===== src/rtl/aad_pkg.sv =====
// ----------------------------------------------------------------------------
// aad_pkg - shared types and constants of the adaptive arithmetic decoder
// Symbol alphabet, weight width, result status codes and sequencer types.
// ----------------------------------------------------------------------------
package aad_pkg;

  localparam int NUM_SYMBOLS = 257;
  localparam int SYM_W       = 9;
  localparam int WT_W        = 30;

  localparam logic [SYM_W-1:0] END_SYMBOL    = 9'd256;
  localparam logic [WT_W-1:0]  TOTAL_RST     = 30'd257;
  localparam logic [WT_W-1:0]  MAX_TOTAL_RST = 30'd65535;
  localparam logic [WT_W-1:0]  WEIGHT_RST    = 30'd1;

  // item kinds
  localparam logic KIND_LOAD   = 1'b0;
  localparam logic KIND_DECODE = 1'b1;

  // result status codes
  localparam logic [1:0] STATUS_OK        = 2'd0;
  localparam logic [1:0] STATUS_UNDERFLOW = 2'd1;
  localparam logic [1:0] STATUS_FULL      = 2'd2;
  localparam logic [1:0] STATUS_FINISHED  = 2'd3;

  typedef enum logic [3:0] {
    ST_IDLE,
    ST_PRIME,
    ST_DET_GO,
    ST_DET_WAIT,
    ST_SCAN,
    ST_LOW_GO,
    ST_LOW_WAIT,
    ST_HIGH_GO,
    ST_HIGH_WAIT,
    ST_RENORM,
    ST_OUT
  } dec_state_t;

  typedef enum logic [1:0] {
    MD_IDLE,
    MD_MUL,
    MD_DIV,
    MD_DONE
  } md_state_t;

  typedef struct packed {
    logic       wr;
    logic [7:0] wr_byte;
    logic       take;
  } fifo_cmd_t;

  typedef struct packed {
    logic full;
    logic enough;
    logic enough_next;
    logic bit_ready;
    logic bit_val;
  } fifo_stat_t;

endpackage


===== src/rtl/aad_cell.sv =====
// ----------------------------------------------------------------------------
// aad_cell - one symbol weight cell of the rotating weight chain
// Takes its neighbour's weight on each shift, adding an optional bump.
// ----------------------------------------------------------------------------
module aad_cell #(
  parameter int W = 30
) (
  input  logic         clk,
  input  logic         rst,
  input  logic         shift,
  input  logic         bump,
  input  logic [W-1:0] w_in,
  output logic [W-1:0] w_out
);

  always_ff @(posedge clk) begin
    if (rst) begin
      w_out <= W'(aad_pkg::WEIGHT_RST);
    end else if (shift) begin
      w_out <= w_in + W'(bump);
    end
  end

endmodule


===== config.mk =====
export PLATFORM = sky130hd
export DESIGN_NAME = aad_cell
export DESIGN_NICKNAME = d
export VERILOG_FILES = /design/src/rtl/aad_pkg.sv /design/src/rtl/aad_cell.sv
export SDC_FILE = /design/constraint.sdc
export NUM_CORES = 1
export LEC_CHECK = 0
export BUFFER_PORTS_ARGS = -buffer_cell sky130_fd_sc_hd__buf_4
export CAP_MARGIN = 20
export CORE_UTILIZATION = 44
export DETAILED_ROUTE_END_ITERATION = 8
export MAX_ROUTING_LAYER = met4
export PLACE_DENSITY = 0.75
export SYNTH_ARGS = -nofsm -noshare
export SYNTH_HDL_FRONTEND = slang
export SYNTH_SLANG_ARGS = --single-unit

===== constraint.sdc =====
create_clock -name clk -period 1.7 [get_ports clk]
set_input_delay 0.17 -clock clk [delete_from_list [all_inputs] [get_ports clk]]
set_output_delay 0.17 -clock clk [all_outputs]
set_load 0.01 [all_outputs]

==> impl_metrics.csv <==
group,metric,value,unit
finish,nNetsFinal,339,
synth,synth_edf_count,0,
clock_tree,clk_pin_slew,70,ps
global_routing,antenna_found_initial,0,
finish,largest_register_ff_count,30,
sta,timing_hold_violations_final,0,
setup_path,worstPathArrival,1820,ps
clock_tree,cts.sinks,30,
drt,avgViaCountPerCell,5.63,
finish,n_fill_cell,343,
global_routing,grt_pass1_wl,8.27,mm
floorplanning,start_util,46.9,%
global_routing,gr-total-overflow,0,
synth,synth_seq_cells,30,
clock_tree,clock_latency,280,ps
placement,placed_cells,343,
worst_hold_path,hold_class,"input port to flop",
drt,wl_per_cell,14.4,µm
power_and_ir_drop,swShare,28.4,%
setup_path,worst_setup_path_end_kind,"flop",
drt,drc,0,
clock_tree,cts_buffers,5,
placement,dpl_cell_area,2490,µm²
global_routing,grt_max_degree,33,
finish,syn2layout_area_growth,45.6,%
finish,multi_input_area,1110,µm²
run_status,status,"finished clean",
floorplanning,core,3770,µm²
finish,antenna_cells,0,
synth,ys_top_cells_by_area,"dfxtp_1 (34%), a311oi_1 (6.9%), nor2_1 (6.6%)",
power_and_ir_drop,clkPwrFrac,31.4,%
synth,async_flop_share,0,%
synth,yosysUniqueCellTypes,38,
synth,yosys_warnings,0,
setup_path,r2r-start,"w_out[24]",
synth,synth.top_cells.by_count,"nor2_1 (31), dfxtp_1 (30), a311oi_1 (14), nand2_1 (13), nand3_1 (11)",
clock_tree,postCtsSetupRepairBufs,0,
placement,gp_congestion,0.901,
synth,mappedNetlistNets,251,
setup_path,critical_path_class,"input port to flop",
synth,synth.most_common_cell,"nor2_1",
power_and_ir_drop,switching_power,0.488,mW
sta,skew,0,ps
finish,top_register,"w_out",
synth,synth_top_area_share,33.9,%
power_and_ir_drop,peakVddDrop,339,µV
floorplanning,io_pins,64,
clock_tree,clock_path_buffers,2,
worst_hold_path,whs_path_depth,2,
finish,seqCellArea,601,µm²
drt,vias,1972,
drt,dr.first_iter.drc_count,119,
power_and_ir_drop,p_int,1.23,mW
placement,io_buffers,63,
global_routing,grt_pass1_vias,1819,
setup_path,critPathLaunch,"bump",
setup_path,reg2regPathDepth,4,
floorplanning,die_w,65.4,µm
sta,max_slew_margin,76.1,%
sta,rsz0062_at_grt,"no",
floorplanning,chipHeight,65.4,µm
flow_run,cap_violations,0,
synth,synth.avg_cell_area,8.27,µm²
setup_path,cp-start-kind,"input port",
sta,fin_crit,1640,ps
synth,postSynthCellCount,214,
drt,routed_wl,5.05,mm
finish,drive_above_1_share,38.1,%
drt,ant_nets,0,
floorplanning,dieArea,4280,µm²
finish,fin_cells,350,
sta,slew_violations,0,
power_and_ir_drop,p_leak,1.02,nW
finish,largestRegisters,"w_out: 30 flops",
power_and_ir_drop,power.density,666,nW/µm²
drt,dr.pass1.iters,4,
setup_path,required,1880,ps
synth,ys_seq_area_share,33.9,%
worst_hold_path,holdPathEnd,"w_out[11]",
sta,clock.fmax,610,MHz
synth,syn_area,1770,µm²
global_routing,grt.total_usage,25.8,%
synth,synth_top_area_cell,"dfxtp_1",
sta,tightest_slew,359,ps
floorplanning,rows,22,
setup_path,rr_endpoint,"w_out[24]",
placement,dp_hpwl,3.79,mm
sta,min_period_over_period,96.4,%
synth,synth_top_flop_cell,"dfxtp_1",
clock_tree,htreeDepth,2,
worst_hold_path,holdCritStartpoint,"shift",
finish,final_area,2580,µm²
clock_tree,cts_tree,"built",
clock_tree,cts-root-buf,"clkbuf_8",
power_and_ir_drop,p_seq_share,45.5,%
setup_path,r2r_slack,890,ps
sta,setup_tns,0,ps
setup_path,cp_max_fo,6,
power_and_ir_drop,pwr-share-comb,23.0,%
power_and_ir_drop,power,1.72,mW
sta,setup_viol_count_final,0,
-- per-stage QoR --
step / util [%] / worst slack, ps / hold WS [ps]
CTS: 68.0 / 38.5 / 182
floorplan: - / -79.2 / 340
global placement: 66.0 / -143 / 468
global route: 68.3 / 18.5 / 185
detailed placement: 66.0 / -222 / 469
finish: 68.3 / 61.3 / 187
-- worst max-delay path: stages --
cell,delay [ps]
buf_4,100
ha_4,140
ha_4,130
inv_2,30
or3_4,380
or4_1,540
a311oi_2,320
-- kinds of logic (layout without fill, tap and decap cells) --
group                    after synthesis  in the layout  share of synthesized area [%]
multiplexers                           1              1                          0.565
buffers and inverters                 17            105                           5.23
AO/OA/AOI/OAI                         45             45                           19.2
adder cells (fa/ha/maj)                3              3                           2.12
flip-flops                            30             30                           33.9
XOR/XNOR                              11             11                           5.44
AND/OR/NAND/NOR                      107            107                           33.6
-- cell usage in the layout (no fill, tap or decap), types with 9 or more instances in the layout --
cell	netlist	layout
nand2_1	13	13
nand4_1	10	10
nor2_1	31	31
dfxtp_1	30	30
nand3_1	11	11
a211oi_1	10	10
a311oi_1	14	13
o31ai_1	9	9
buf_4	0	95
or4_1	10	10
-- worst max path at each step --
stage / slack (ps) / endpoint / depth (start not counted)
after global placement: -140 / w_out[20] / 7
after floorplan: -80 / w_out[20] / 7
after CTS: 40 / w_out[20] / 7
after global routing: 20 / w_out[20] / 7
final: 60 / w_out[20] / 7
after detailed placement: -220 / w_out[20] / 7
-- metal layers --
layer	track usage, %	routed length, µm	up-vias
met5	-	0	-
met2	42.1	2320	72
met4	7.07	81	0
li1	-	-	999
met1	32.0	2340	891
met3	5.56	310	10
-- area by class of cell --
cell class                 instances  area share [%]
clock inverter                     2           0.388
clock buffer                       5            2.67
multi-input combinational        167            43.2
timing repair buffer              95            27.7
sequential                        30            23.3
tap                               48            2.33
inverter                           3           0.437
-- power by group through the flow --
stage                     logic [mW]  registers [mW]  clock network, mW
after CTS                      0.394           0.782              0.550
final                          0.396           0.782              0.540
after global routing           0.434           0.788              0.585
after global placement         0.383           0.796                  0
after detailed placement       0.392           0.797                  0
after floorplan                0.143           0.817                  0
-- repair_timing --
item,in CTS,in global routing
gates resized for setup,0,2
hold buffers,0,0
setup endpoints to repair,0,1
Power figures use the tool's default switching activity.
