### src/rtl/aad_pkg.sv
// ----------------------------------------------------------------------------
// aad_pkg - shared types and constants of the adaptive arithmetic decoder
// Symbol alphabet, weight width, result status codes and sequencer types.
// ----------------------------------------------------------------------------
package aad_pkg;

  localparam int NUM_SYMBOLS = 257;
  localparam int SYM_W       = 9;
  localparam int WT_W        = 30;

  localparam logic [SYM_W-1:0] END_SYMBOL    = 9'd256;
  localparam logic [WT_W-1:0]  TOTAL_RST     = 30'd257;
  localparam logic [WT_W-1:0]  MAX_TOTAL_RST = 30'd65535;
  localparam logic [WT_W-1:0]  WEIGHT_RST    = 30'd1;

  // item kinds
  localparam logic KIND_LOAD   = 1'b0;
  localparam logic KIND_DECODE = 1'b1;

  // result status codes
  localparam logic [1:0] STATUS_OK        = 2'd0;
  localparam logic [1:0] STATUS_UNDERFLOW = 2'd1;
  localparam logic [1:0] STATUS_FULL      = 2'd2;
  localparam logic [1:0] STATUS_FINISHED  = 2'd3;

  typedef enum logic [3:0] {
    ST_IDLE,
    ST_PRIME,
    ST_DET_GO,
    ST_DET_WAIT,
    ST_SCAN,
    ST_LOW_GO,
    ST_LOW_WAIT,
    ST_HIGH_GO,
    ST_HIGH_WAIT,
    ST_RENORM,
    ST_OUT
  } dec_state_t;

  typedef enum logic [1:0] {
    MD_IDLE,
    MD_MUL,
    MD_DIV,
    MD_DONE
  } md_state_t;

  typedef struct packed {
    logic       wr;
    logic [7:0] wr_byte;
    logic       take;
  } fifo_cmd_t;

  typedef struct packed {
    logic full;
    logic enough;
    logic enough_next;
    logic bit_ready;
    logic bit_val;
  } fifo_stat_t;

endpackage

### src/rtl/aad_muldiv.sv
// ----------------------------------------------------------------------------
// aad_muldiv - sequential multiply then divide
// Computes (a * b - dec) / d, one multiplier bit then one quotient bit a cycle.
// ----------------------------------------------------------------------------
module aad_muldiv #(
  parameter int AW = 33,
  parameter int BW = 30,
  parameter int DW = 33,
  localparam int PW = AW + BW
) (
  input  logic          clk,
  input  logic          rst,
  input  logic          start,
  input  logic [AW-1:0] a,
  input  logic [BW-1:0] b,
  input  logic          dec,
  input  logic [DW-1:0] d,
  output logic          done,
  output logic [PW-1:0] q
);

  localparam int CW = $clog2(PW + 1);

  aad_pkg::md_state_t state;
  aad_pkg::md_state_t state_next;

  logic [CW-1:0] cnt;
  logic [PW-1:0] acc;
  logic [PW-1:0] mcand;
  logic [BW-1:0] mplier;
  logic          dec_r;
  logic [DW-1:0] d_r;
  logic [DW-1:0] rem;
  logic [PW-1:0] sum;
  logic [DW:0]   trial;
  logic          ge;

  // next state
  always_comb begin
    state_next = state;
    case (state)
      aad_pkg::MD_IDLE: begin
        if (start) state_next = aad_pkg::MD_MUL;
      end
      aad_pkg::MD_MUL: begin
        if (cnt == CW'(BW - 1)) state_next = aad_pkg::MD_DIV;
      end
      aad_pkg::MD_DIV: begin
        if (cnt == CW'(PW - 1)) state_next = aad_pkg::MD_DONE;
      end
      aad_pkg::MD_DONE: begin
        state_next = aad_pkg::MD_IDLE;
      end
      default: state_next = aad_pkg::MD_IDLE;
    endcase
  end

  // outputs and datapath terms
  always_comb begin
    done  = (state == aad_pkg::MD_DONE);
    q     = acc;
    sum   = acc + (mplier[0] ? mcand : '0);
    trial = {rem, acc[PW-1]};
    ge    = (trial >= {1'b0, d_r});
  end

  always_ff @(posedge clk) begin
    if (rst) begin
      state <= aad_pkg::MD_IDLE;
    end else begin
      state <= state_next;
    end
  end

  always_ff @(posedge clk) begin
    case (state)
      aad_pkg::MD_IDLE: begin
        if (start) begin
          acc    <= '0;
          mcand  <= PW'(a);
          mplier <= b;
          dec_r  <= dec;
          d_r    <= d;
          cnt    <= '0;
        end
      end
      aad_pkg::MD_MUL: begin
        mcand  <= {mcand[PW-2:0], 1'b0};
        mplier <= mplier >> 1;
        if (cnt == CW'(BW - 1)) begin
          acc <= sum - PW'(dec_r);
          cnt <= '0;
          rem <= '0;
        end else begin
          acc <= sum;
          cnt <= cnt + 1'b1;
        end
      end
      aad_pkg::MD_DIV: begin
        // restoring step: dividend bits shift out as quotient bits shift in
        rem <= ge ? DW'(trial - {1'b0, d_r}) : trial[DW-1:0];
        acc <= {acc[PW-2:0], ge};
        cnt <= cnt + 1'b1;
      end
      default: begin
        cnt <= cnt;
      end
    endcase
  end

endmodule

### config.mk
export PLATFORM = sky130hd
export DESIGN_NAME = aad_muldiv
export DESIGN_NICKNAME = d
export VERILOG_FILES = /design/src/rtl/aad_pkg.sv /design/src/rtl/aad_muldiv.sv
export SDC_FILE = /design/constraint.sdc
export NUM_CORES = 1
export LEC_CHECK = 0
export BUFFER_PORTS_ARGS = -buffer_cell sky130_fd_sc_hd__buf_2
export CORE_AREA = 2 2 192 194
export DETAILED_ROUTE_END_ITERATION = 7
export DIE_AREA = 0 0 194 196
export PLACE_DENSITY_LB_ADDON = 0.05
export SYNTH_ARGS = -nofsm -noshare
export SYNTH_HDL_FRONTEND = slang
export SYNTH_SLANG_ARGS = --single-unit
### constraint.sdc
create_clock -name clk -period 8.3 [get_ports clk]
set_clock_uncertainty 0.2 [all_clocks]
set_input_delay 1.66 -clock clk [delete_from_list [all_inputs] [get_ports clk]]
set_output_delay 1.66 -clock clk [all_outputs]
set_load 0.01 [all_outputs]
==> run_results.csv <==
group,metric,value,unit
run_status,status,"finished clean",
cts,cts-root-buf,"clkbuf_16",
yosys,yosysMostFrequentCell,"edfxtp_1",
grt,antenna_found_initial,0,
setup_path,critPathLaunchType,"flop",
sta,max_slew_margin,18.2,%
setup_path,cp_top_family,"simple AND/OR/NAND/NOR gates",
detailed_routing,firstDrtPassIters,5,
cells_and_area,finalNetCount,2193,
yosys,ys_warn_count,0,
sta,period_share,78.2,%
yosys,netlist_top_cells_count,"edfxtp_1, nand2_1, a21oi_1",
power_and_ir_drop,max-vdd-ir-drop,0.000221,V
grt,grtUsageTotal,25.4,%
die,num_io_pins,164,
sta,max_slew.worst_pin.slew,1.22,ns
sta,finalSetupViolations,0,
setup_path,cp-end-kind,"flop",
worst_hold_path,hp-class,"reg -> reg",
yosys,synth_fp_nets,2077,
detailed_routing,routedWlPerCell,19.9,um
setup_path,crit_chain,"and2_1 > ha_1 > nand2_1 > o21ai_0 > nand4_1 > a21oi_1 > o21ai_0 > xnor2_1 > or4_1 > or4_1 > nor4_4 > nand4_1 > a32o_1",
sta,hold_viol,0,
die,std_cell_rows,70,
sta,period_needed,6.49,ns
sta,fmax,0.154,GHz
grt,grt_pass1_vias,14700,
yosys,syn_area_per_cell,9.49,um^2
yosys,yosysSeqAreaShare,39.0,%
die,start_util,49.2,%
cts,cts.sinks,231,
yosys,synth_cells,1871,
power_and_ir_drop,total_power,9.18,mW
yosys,synth_area_leaders,"edfxtp_1, ha_1, mux2_2",
yosys,ys_ff_latch,231,
cts,clock_path_buffers,3,
yosys,ys_types,88,
cts,cts_resized,0,
cells_and_area,fin_cells,2475,
yosys,yosysTopAreaCellShare,38.7,%
setup_path,cp_slowest_cell,"or4_1",
setup_path,crit_path_max_fanout,32,
detailed_routing,vias,15100,
detailed_routing,drc_errors,0,
setup_path,cpPeakStageDelay,0.81,ns
flow_run,maxCapViolCount,0,
die,die_area,38000,um^2
cells_and_area,postLayoutCoreUtil,54.8,%
cells_and_area,fin_area,19800,um^2
sta,setup_slack,1.81,ns
yosys,async_flop_share,0,%
detailed_routing,wl,49200,um
setup_path,required,8.42,ns
sta,rsz0062_at_grt,"false",
yosys,syn-cell-area,17700,um^2
cts,cts_made_buffers,27,
setup_path,critical_path_arrival,6.61,ns
power_and_ir_drop,p_leak,7.62,nW
cells_and_area,drive_above_1_share,16.2,%
cts,clk_latency,0.57,ns
cells_and_area,n_antenna_cell,0,
place,place_area,18900,um^2
grt,grt.overflow.total,0,
place,io_buffer_count,163,
power_and_ir_drop,power.density,464,nW/um^2
cells_and_area,area_growth,11.5,%
grt,grt_pass1_wl,78800,um
grt,grt_max_degree,70,
cts,cts_hold_buf,0,
die,die_width,194,um
yosys,yosysTopAreaCell,"edfxtp_1",
sta,slew_viol_final,0,
place,dp.cells,2426,
sta,fin_hold_ws,0.342,ns
detailed_routing,viasPerCell,6.09,
place,place_hpwl,36300,um
detailed_routing,ant_nets,0,
die,die_y,196,um
cts,cts.clk_slew.worst_paths,0.06,ns
detailed_routing,drt_iter0_drc,1161,
place,pre_cts_slack,1.92,ns
setup_path,crit_type,"reg -> reg",
setup_path,worst-path-buf-inv,0,
die,coreArea,36100,um^2
yosys,ys.flop_type,"edfxtp_1",
cts,htreeDepth,1,
cts,cts_tree,"done",
yosys,synth_enable_flop_cells,229,
sta,tns,0,ns
cts,post_cts_buffers,0,
place,routabilityCongestion,0.972,
[state kept, by name, summed over array words and instances, names as in the netlist]
name,count
cnt,6
d_r,33
dec_r,1
mcand,63
mplier,30
q,63
rem,33
state,2
[routing by layer]
metal | part of all wire [%] | GRT usage (%) | vias to the layer above | wire (um)
met5 | 0 | 0 | - | 0
met4 | 2.9 | 8.28 | 0 | 1410
met3 | 5.7 | 3.35 | 85 | 2820
met2 | 46 | 41.4 | 465 | 22600
li1 | - | - | 7312 | -
met1 | 45 | 35.1 | 7211 | 22400
[cell families after synthesis]
group,synth area share [%]
and+or+nand+nor,20.2
AOI/OAI and AO/OA,20.3
DFF,39.0
buffers and inverters,3.42
xor gates and xnor gates,5.33
adders and majority gates,7.56
muxes,4.27
[power breakdown]
group	switching, mW	total, mW	internal (mW)
clock network	0.495	1.15	0.658
registers	0.331	2.30	1.97
logic	3.62	5.73	2.11
total	4.44	9.18	4.74
[worst reg2reg max path, cell delays in order (launching register included)]
cell      delay, ns
edfxtp_1       0.73
and2_1         0.31
ha_1           0.45
nand2_1        0.09
o21ai_0        0.78
nand4_1        0.28
a21oi_1        0.66
o21ai_0        0.30
xnor2_1        0.22
or4_1          0.66
or4_1          0.81
nor4_4         0.34
nand4_1        0.15
a32o_1         0.28
[cell usage in the layout (no fill, tap or decap), types with 16 or more instances in the layout]
cell       netlist  layout
mux2_2          61      61
clkbuf_16        0      27
or2_2           19      19
and2_1         107     107
nand2_1        142     142
nand4_1         31      31
o211ai_1        16      16
inv_1           66      66
xor2_1          43      43
a22oi_1         31      31
xnor2_1         65      65
and3_1          21      21
a21oi_1        131     131
ha_1           104     103
buf_2            8     163
or3_1           25      25
nand3_1         54      54
o21ai_1         23      24
nor2b_1         35      35
o21a_1          33      33
a21o_1          42      41
nor2_1          94      94
o21ai_0        114     111
nor3_1          53      53
a211oi_1        24      24
edfxtp_1       229     229
[path summary, 6_finish.rpt]
check / from / to / slack (ns) / cells past startpoint
setup / recovery: mplier[0] / q[62] / 1.81 / 13
hold / removal: mplier[14] / mplier[13] / 0.34 / 1
setup reg to reg: mplier[0] / q[62] / 1.81 / 13
hold reg to reg: mplier[14] / mplier[13] / 0.34 / 1
[cell type report]
class	instances	area, um^2
Fill cell	3353	16300
Multi-Input combinational cell	1483	10300
Sequential cell	231	6920
Timing Repair Buffer	178	928
Clock buffer	30	687
Tap cell	468	586
Inverter	66	248
Clock inverter	19	158
No activity file was read; power rests on OpenSTA's default activity.
