## config.mk

```make
export PLATFORM = sky130hd
export DESIGN_NAME = aad_fifo
export DESIGN_NICKNAME = d
export VERILOG_FILES = /design/src/rtl/aad_pkg.sv /design/src/rtl/aad_ram.sv /design/src/rtl/aad_fifo.sv
export SDC_FILE = /design/constraint.sdc
export NUM_CORES = 1
export LEC_CHECK = 0
export BUFFER_PORTS_ARGS = -buffer_cell sky130_fd_sc_hd__buf_2
export CORE_ASPECT_RATIO = 0.8
export CORE_MARGIN = 8
export CORE_UTILIZATION = 45
export CTS_CLUSTER_DIAMETER = 50
export DETAILED_ROUTE_END_ITERATION = 16
export HOLD_SLACK_MARGIN = 0.06
export PLACE_DENSITY = 0.64
export SLEW_MARGIN = 10
export SYNTH_ARGS = -nofsm -noshare
export SYNTH_HDL_FRONTEND = slang
export SYNTH_SLANG_ARGS = --single-unit
```

## constraint.sdc

```tcl
create_clock -name clk -period 8.7 [get_ports clk]
set_clock_uncertainty 0.15 [all_clocks]
set_input_delay 0.435 -clock clk [delete_from_list [all_inputs] [get_ports clk]]
set_output_delay 0.435 -clock clk [all_outputs]
set_load 0.05 [all_outputs]
```

## src/rtl/aad_pkg.sv

```systemverilog
// ----------------------------------------------------------------------------
// aad_pkg - shared types and constants of the adaptive arithmetic decoder
// Symbol alphabet, weight width, result status codes and sequencer types.
// ----------------------------------------------------------------------------
package aad_pkg;

  localparam int NUM_SYMBOLS = 257;
  localparam int SYM_W       = 9;
  localparam int WT_W        = 30;

  localparam logic [SYM_W-1:0] END_SYMBOL    = 9'd256;
  localparam logic [WT_W-1:0]  TOTAL_RST     = 30'd257;
  localparam logic [WT_W-1:0]  MAX_TOTAL_RST = 30'd65535;
  localparam logic [WT_W-1:0]  WEIGHT_RST    = 30'd1;

  // item kinds
  localparam logic KIND_LOAD   = 1'b0;
  localparam logic KIND_DECODE = 1'b1;

  // result status codes
  localparam logic [1:0] STATUS_OK        = 2'd0;
  localparam logic [1:0] STATUS_UNDERFLOW = 2'd1;
  localparam logic [1:0] STATUS_FULL      = 2'd2;
  localparam logic [1:0] STATUS_FINISHED  = 2'd3;

  typedef enum logic [3:0] {
    ST_IDLE,
    ST_PRIME,
    ST_DET_GO,
    ST_DET_WAIT,
    ST_SCAN,
    ST_LOW_GO,
    ST_LOW_WAIT,
    ST_HIGH_GO,
    ST_HIGH_WAIT,
    ST_RENORM,
    ST_OUT
  } dec_state_t;

  typedef enum logic [1:0] {
    MD_IDLE,
    MD_MUL,
    MD_DIV,
    MD_DONE
  } md_state_t;

  typedef struct packed {
    logic       wr;
    logic [7:0] wr_byte;
    logic       take;
  } fifo_cmd_t;

  typedef struct packed {
    logic full;
    logic enough;
    logic enough_next;
    logic bit_ready;
    logic bit_val;
  } fifo_stat_t;

endpackage

```

## src/rtl/aad_ram.sv

```systemverilog
// ----------------------------------------------------------------------------
// aad_ram - generic single write port ram
// One write port, one read port with registered read data.
// ----------------------------------------------------------------------------
module aad_ram #(
  parameter int WIDTH = 8,
  parameter int DEPTH = 16,
  localparam int AW = (DEPTH > 1) ? $clog2(DEPTH) : 1
) (
  input  logic             clk,
  input  logic             we,
  input  logic [AW-1:0]    waddr,
  input  logic [WIDTH-1:0] wdata,
  input  logic [AW-1:0]    raddr,
  output logic [WIDTH-1:0] rdata
);

  logic [WIDTH-1:0] mem [DEPTH];

  always_ff @(posedge clk) begin
    if (we) begin
      mem[waddr] <= wdata;
    end
    rdata <= mem[raddr];
  end

endmodule

```

## src/rtl/aad_fifo.sv

```systemverilog
// ----------------------------------------------------------------------------
// aad_fifo - compressed byte queue with msb-first bit reader
// Holds loaded bytes in a ram and hands out one stream bit per take.
// ----------------------------------------------------------------------------
module aad_fifo #(
  parameter int DEPTH    = 16,
  parameter int REG_BITS = 32
) (
  input  logic               clk,
  input  logic               rst,
  input  aad_pkg::fifo_cmd_t cmd,
  output aad_pkg::fifo_stat_t stat
);

  localparam int AW = $clog2(DEPTH);
  localparam int FW = $clog2(DEPTH + 1);
  localparam int BW = FW + 4;

  logic [AW-1:0] wr_ptr;
  logic [AW-1:0] rd_ptr;
  logic [FW-1:0] fill;
  logic [2:0]    bit_pos;
  logic          head_rdy;
  logic [7:0]    head_q;
  logic          wr_ok;
  logic          take_ok;
  logic          pop;
  logic [BW-1:0] bits_now;
  logic [BW-1:0] bits_next;

  aad_ram #(.WIDTH(8), .DEPTH(DEPTH)) u_ram (
    .clk   (clk),
    .we    (wr_ok),
    .waddr (wr_ptr),
    .wdata (cmd.wr_byte),
    .raddr (rd_ptr),
    .rdata (head_q)
  );

  assign wr_ok   = cmd.wr && (fill != FW'(DEPTH));
  assign take_ok = cmd.take && (fill != '0);
  assign pop     = take_ok && (bit_pos == 3'd0);

  // buffered bits: whole bytes minus the bits already used from the head
  assign bits_now  = BW'({fill, 3'b000}) - BW'(3'd7 - bit_pos);
  assign bits_next = bits_now + BW'(8);

  assign stat.full        = (fill == FW'(DEPTH));
  assign stat.enough      = (fill != '0) && (bits_now >= BW'(REG_BITS));
  assign stat.enough_next = (bits_next >= BW'(REG_BITS));
  assign stat.bit_ready   = head_rdy || (fill == '0);
  assign stat.bit_val     = (fill != '0) && head_q[bit_pos];

  always_ff @(posedge clk) begin
    if (rst) begin
      wr_ptr   <= '0;
      rd_ptr   <= '0;
      fill     <= '0;
      bit_pos  <= 3'd7;
      head_rdy <= 1'b0;
    end else begin
      // head data is stale in the cycle after the read address or its entry changes
      head_rdy <= !(pop || (wr_ok && (wr_ptr == rd_ptr)));
      if (wr_ok) begin
        wr_ptr <= (wr_ptr == AW'(DEPTH - 1)) ? '0 : wr_ptr + 1'b1;
        fill   <= fill + 1'b1;
      end else if (pop) begin
        rd_ptr <= (rd_ptr == AW'(DEPTH - 1)) ? '0 : rd_ptr + 1'b1;
        fill   <= fill - 1'b1;
      end
      if (take_ok) begin
        bit_pos <= bit_pos - 1'b1;
      end
    end
  end

endmodule

```

==> summary.txt <==
Synth
  • Gate Count Post-Synth: between 300 and 400
  • Simple-gate share of the synthesized area: 0.06691
  • Post-synthesis async set-or-reset flop share: 0
  • Sequential fraction of the synthesis area: 0.6734
  • Synth area leader: edfxtp_1
  • Cell area after synthesis: 0.006451 mm^2
  • Synthesized flop and latch total: between 150 and 200
  • Most frequent cell after synthesis: edfxtp_1
  • Top cells by count, synth: edfxtp_1, mux4_2, dfxtp_1
  • Compound-cell area share of the yosys netlist: 0.06381
  • Post-synth net total: 416
  • Adder-cell area share of the yosys netlist: 0.02444
  • Avg Inst Size Synth: about 16 um^2
  • Distinct cells, synth: 49
  • Mux cell area share after synthesis: 0.1342
  • Synth Area in XOR/XNOR: 0.01358
  • Main synth FF type: edfxtp_1
  • Number of synthesized flops with an enable pin: approximately 130
  • Area contributors post-synth: edfxtp_1, mux4_2, dfxtp_1, ha_1, a21oi_1
  • Synth warn: 0
  • Main combinational cell family by area after synthesis: multiplexers
  • Yosys top cell area share: 0.5958

Power
  • VDD IR max: 0.1517 mV
  • Static Leak: between 2 and 2.5 nW
  • Final Power: around 1.7 mW
  • Power per Cell Area: between 200 and 250 mW/mm^2

Floorplanning
  • Die Y: around 120 um
  • # rows: 39
  • DIE AREA: between 0.015 and 0.02 mm^2
  • Core Footprint: between 0.01 and 0.015 mm^2
  • Num ports: 17
  • Initial Utilization: 0.4559
  • Width of the die: 149.9 um

STA
  • Unrepaired setup endpoints after global routing: false
  • Max Slew Vio Count: 0
  • Worst Slack Setup Final: 5.399 ns
  • FMAX: 302.9 MHz
  • Tmin final: 3.301 ns
  • Final worst-path cycle share: 0.3795
  • Fin Setup TNS: 0 ns
  • Final Hold Slack: 0.2515 ns
  • Final Hold Viols: 0
  • Worst-Margin Slew: between 0.9 and 1 ns
  • Slew margin rel.: 0.3785
  • Final setup violating endpoints: 0

Detailed routing
  • WL final: 12.72 mm
  • Post-DR wirelength/cell: about 21 um
  • Pre-Repair DR Iteration Count: 4
  • Number of remaining DRC errors: 0
  • DR iter-0 viols: between 200 and 300
  • ANT nets after route: 0
  • Vias per cell: 5.768
  • Via count: around 3.5k

Worst setup path
  • CP max-delay cell: or4_1
  • Crit path arrival time: ~3.5 ns
  • Critical Path Sink Type: flop
  • Crit path kind: reg -> reg
  • Worst EP required: between 8 and 9 ns
  • CP Max Fanout: 15
  • Critical Path, Cell by Cell: or4_1 > o21ai_4 > inv_2 > fa_1 > nor2b_1 > o21ai_0 > a22o_1 > a2111oi_2
  • Crit-path max cell delay: ~0.75 ns
  • Startpoint type of the worst setup path: flop

Status
  • Status: finished clean

Clock network
  • # clock sinks: roughly 150
  • Clk root buf: clkbuf_16
  • CTS clk-pin slew, worst paths: 0.06 ns
  • CTS tree: yes
  • Post-CTS Repair Setup Buffers: 0
  • CTS Hold Buffers Added: 0
  • Cts bufs inserted: 17
  • Number of H-tree levels: 4
  • Worst skew pair latency: approximately 0.42 ns
  • Clock buffer depth: 2
  • Post-cts resize count: 0

Global routing
  • Gr ovfl total: 0
  • Total track usage: 0.1477
  • Vias in the first global route: 3549
  • Largest net degree at the start of global routing: 38
  • First-pass GRT wire length: 20.01 mm
  • Initial antenna violation count: 0

Layout
  • Nets: ~430
  • Share of cells above drive strength 1: 0.2172
  • Antenna cells: 0
  • Filler cells: approximately 1.2k
  • Area Overhead vs Synth: 12.68%
  • Final core occ: 0.5137

Placed design
  • GP Congestion: ~0.78
  • Pre-CTS setup slack: between 5 and 6 ns
  • Port bufs: 16
  • Post-DP HPWL: roughly 8.0 mm

Worst hold path
  • Tightest Hold Check Type: in -> reg

Job
  • Maxcap violations: 0
## placed cells by master (no fill, tap or decap), drive strengths merged, types with 11 or more instances in the layout
cell and n:
ha 11, nand2 12, nor2b 11, a211oi 11
mux4 34, a21oi 20, nor2 18, buf 22
nor3 14, dfxtp 25, clkbuf 18, edfxtp 128
## kinds of logic after synthesis
| family | Yosys count |
|---|---|
| AND/OR/NAND/NOR | 81 |
| AO/OA/AOI/OAI | 59 |
| flip-flops | 153 |
| XOR/XNOR | 10 |
| adder cells (fa/ha/maj) | 12 |
| buffers and inverters | 33 |
| multiplexers | 44 |
## flip-flops by register name (all words and copies together) (netlist names)
register and count:
bit_pos 3, fill 5, head_rdy 1, rd_ptr 4, u_ram.mem 128, u_ram.rdata 8
wr_ptr 4
## worst max-delay path, delay by kind of cell (launching register included)
kind	cells	cell delay (ns)
buf+inv	1	0.17
compound gates	4	1.08
flops	1	0.45
fa+ha+maj	1	0.43
simple gates	2	0.93
## path summary, 6_finish.rpt
kind	startpoint	end	slack, ns	depth (start not counted)
setup / recovery	fill[1]	fill[4]	5.40	8
hold / removal	cmd[0]	bit_pos[2]	0.25	4
setup reg to reg	fill[1]	fill[4]	5.40	8
hold reg to reg	wr_ptr[1]	wr_ptr[1]	0.43	2
## metrics by stage
step | area [um^2] | cells
after CTS | 7269 | 603
after global placement | 6685 | 573
final | 7269 | 603
after floorplan | 6451 | 392
after global routing | 7269 | 603
after detailed placement | 6690 | 573
## power breakdown
part	switching (mW)	internal, mW
clock	0.277	0.447
combinational	0.0977	0.0585
sequential	0.0211	0.811
## area by class of cell
type	instances	area [um^2]	area share
Clock inverter	12	150.1	0.02065
Inverter	8	30.03	0.004131
Sequential cell	153	4345	0.5978
Timing Repair Buffer	22	125.1	0.01721
Clock buffer	18	429.2	0.05904
Multi-Input combinational cell	206	1959	0.2695
Tap cell	184	230.2	0.03167
## per-layer routing
| layer | up-vias | part of all wire | track usage |
|---|---|---|---|
| li1 | 1582 | - | - |
| met3 | 8 | 0.047 | 0.04170 |
| met1 | 1801 | 0.46 | 0.1895 |
| met5 | - | 0 | 0 |
| met2 | 87 | 0.49 | 0.2449 |
| met4 | 0 | 0.0076 | 0.03738 |
(Power assumes the default switching activity.)
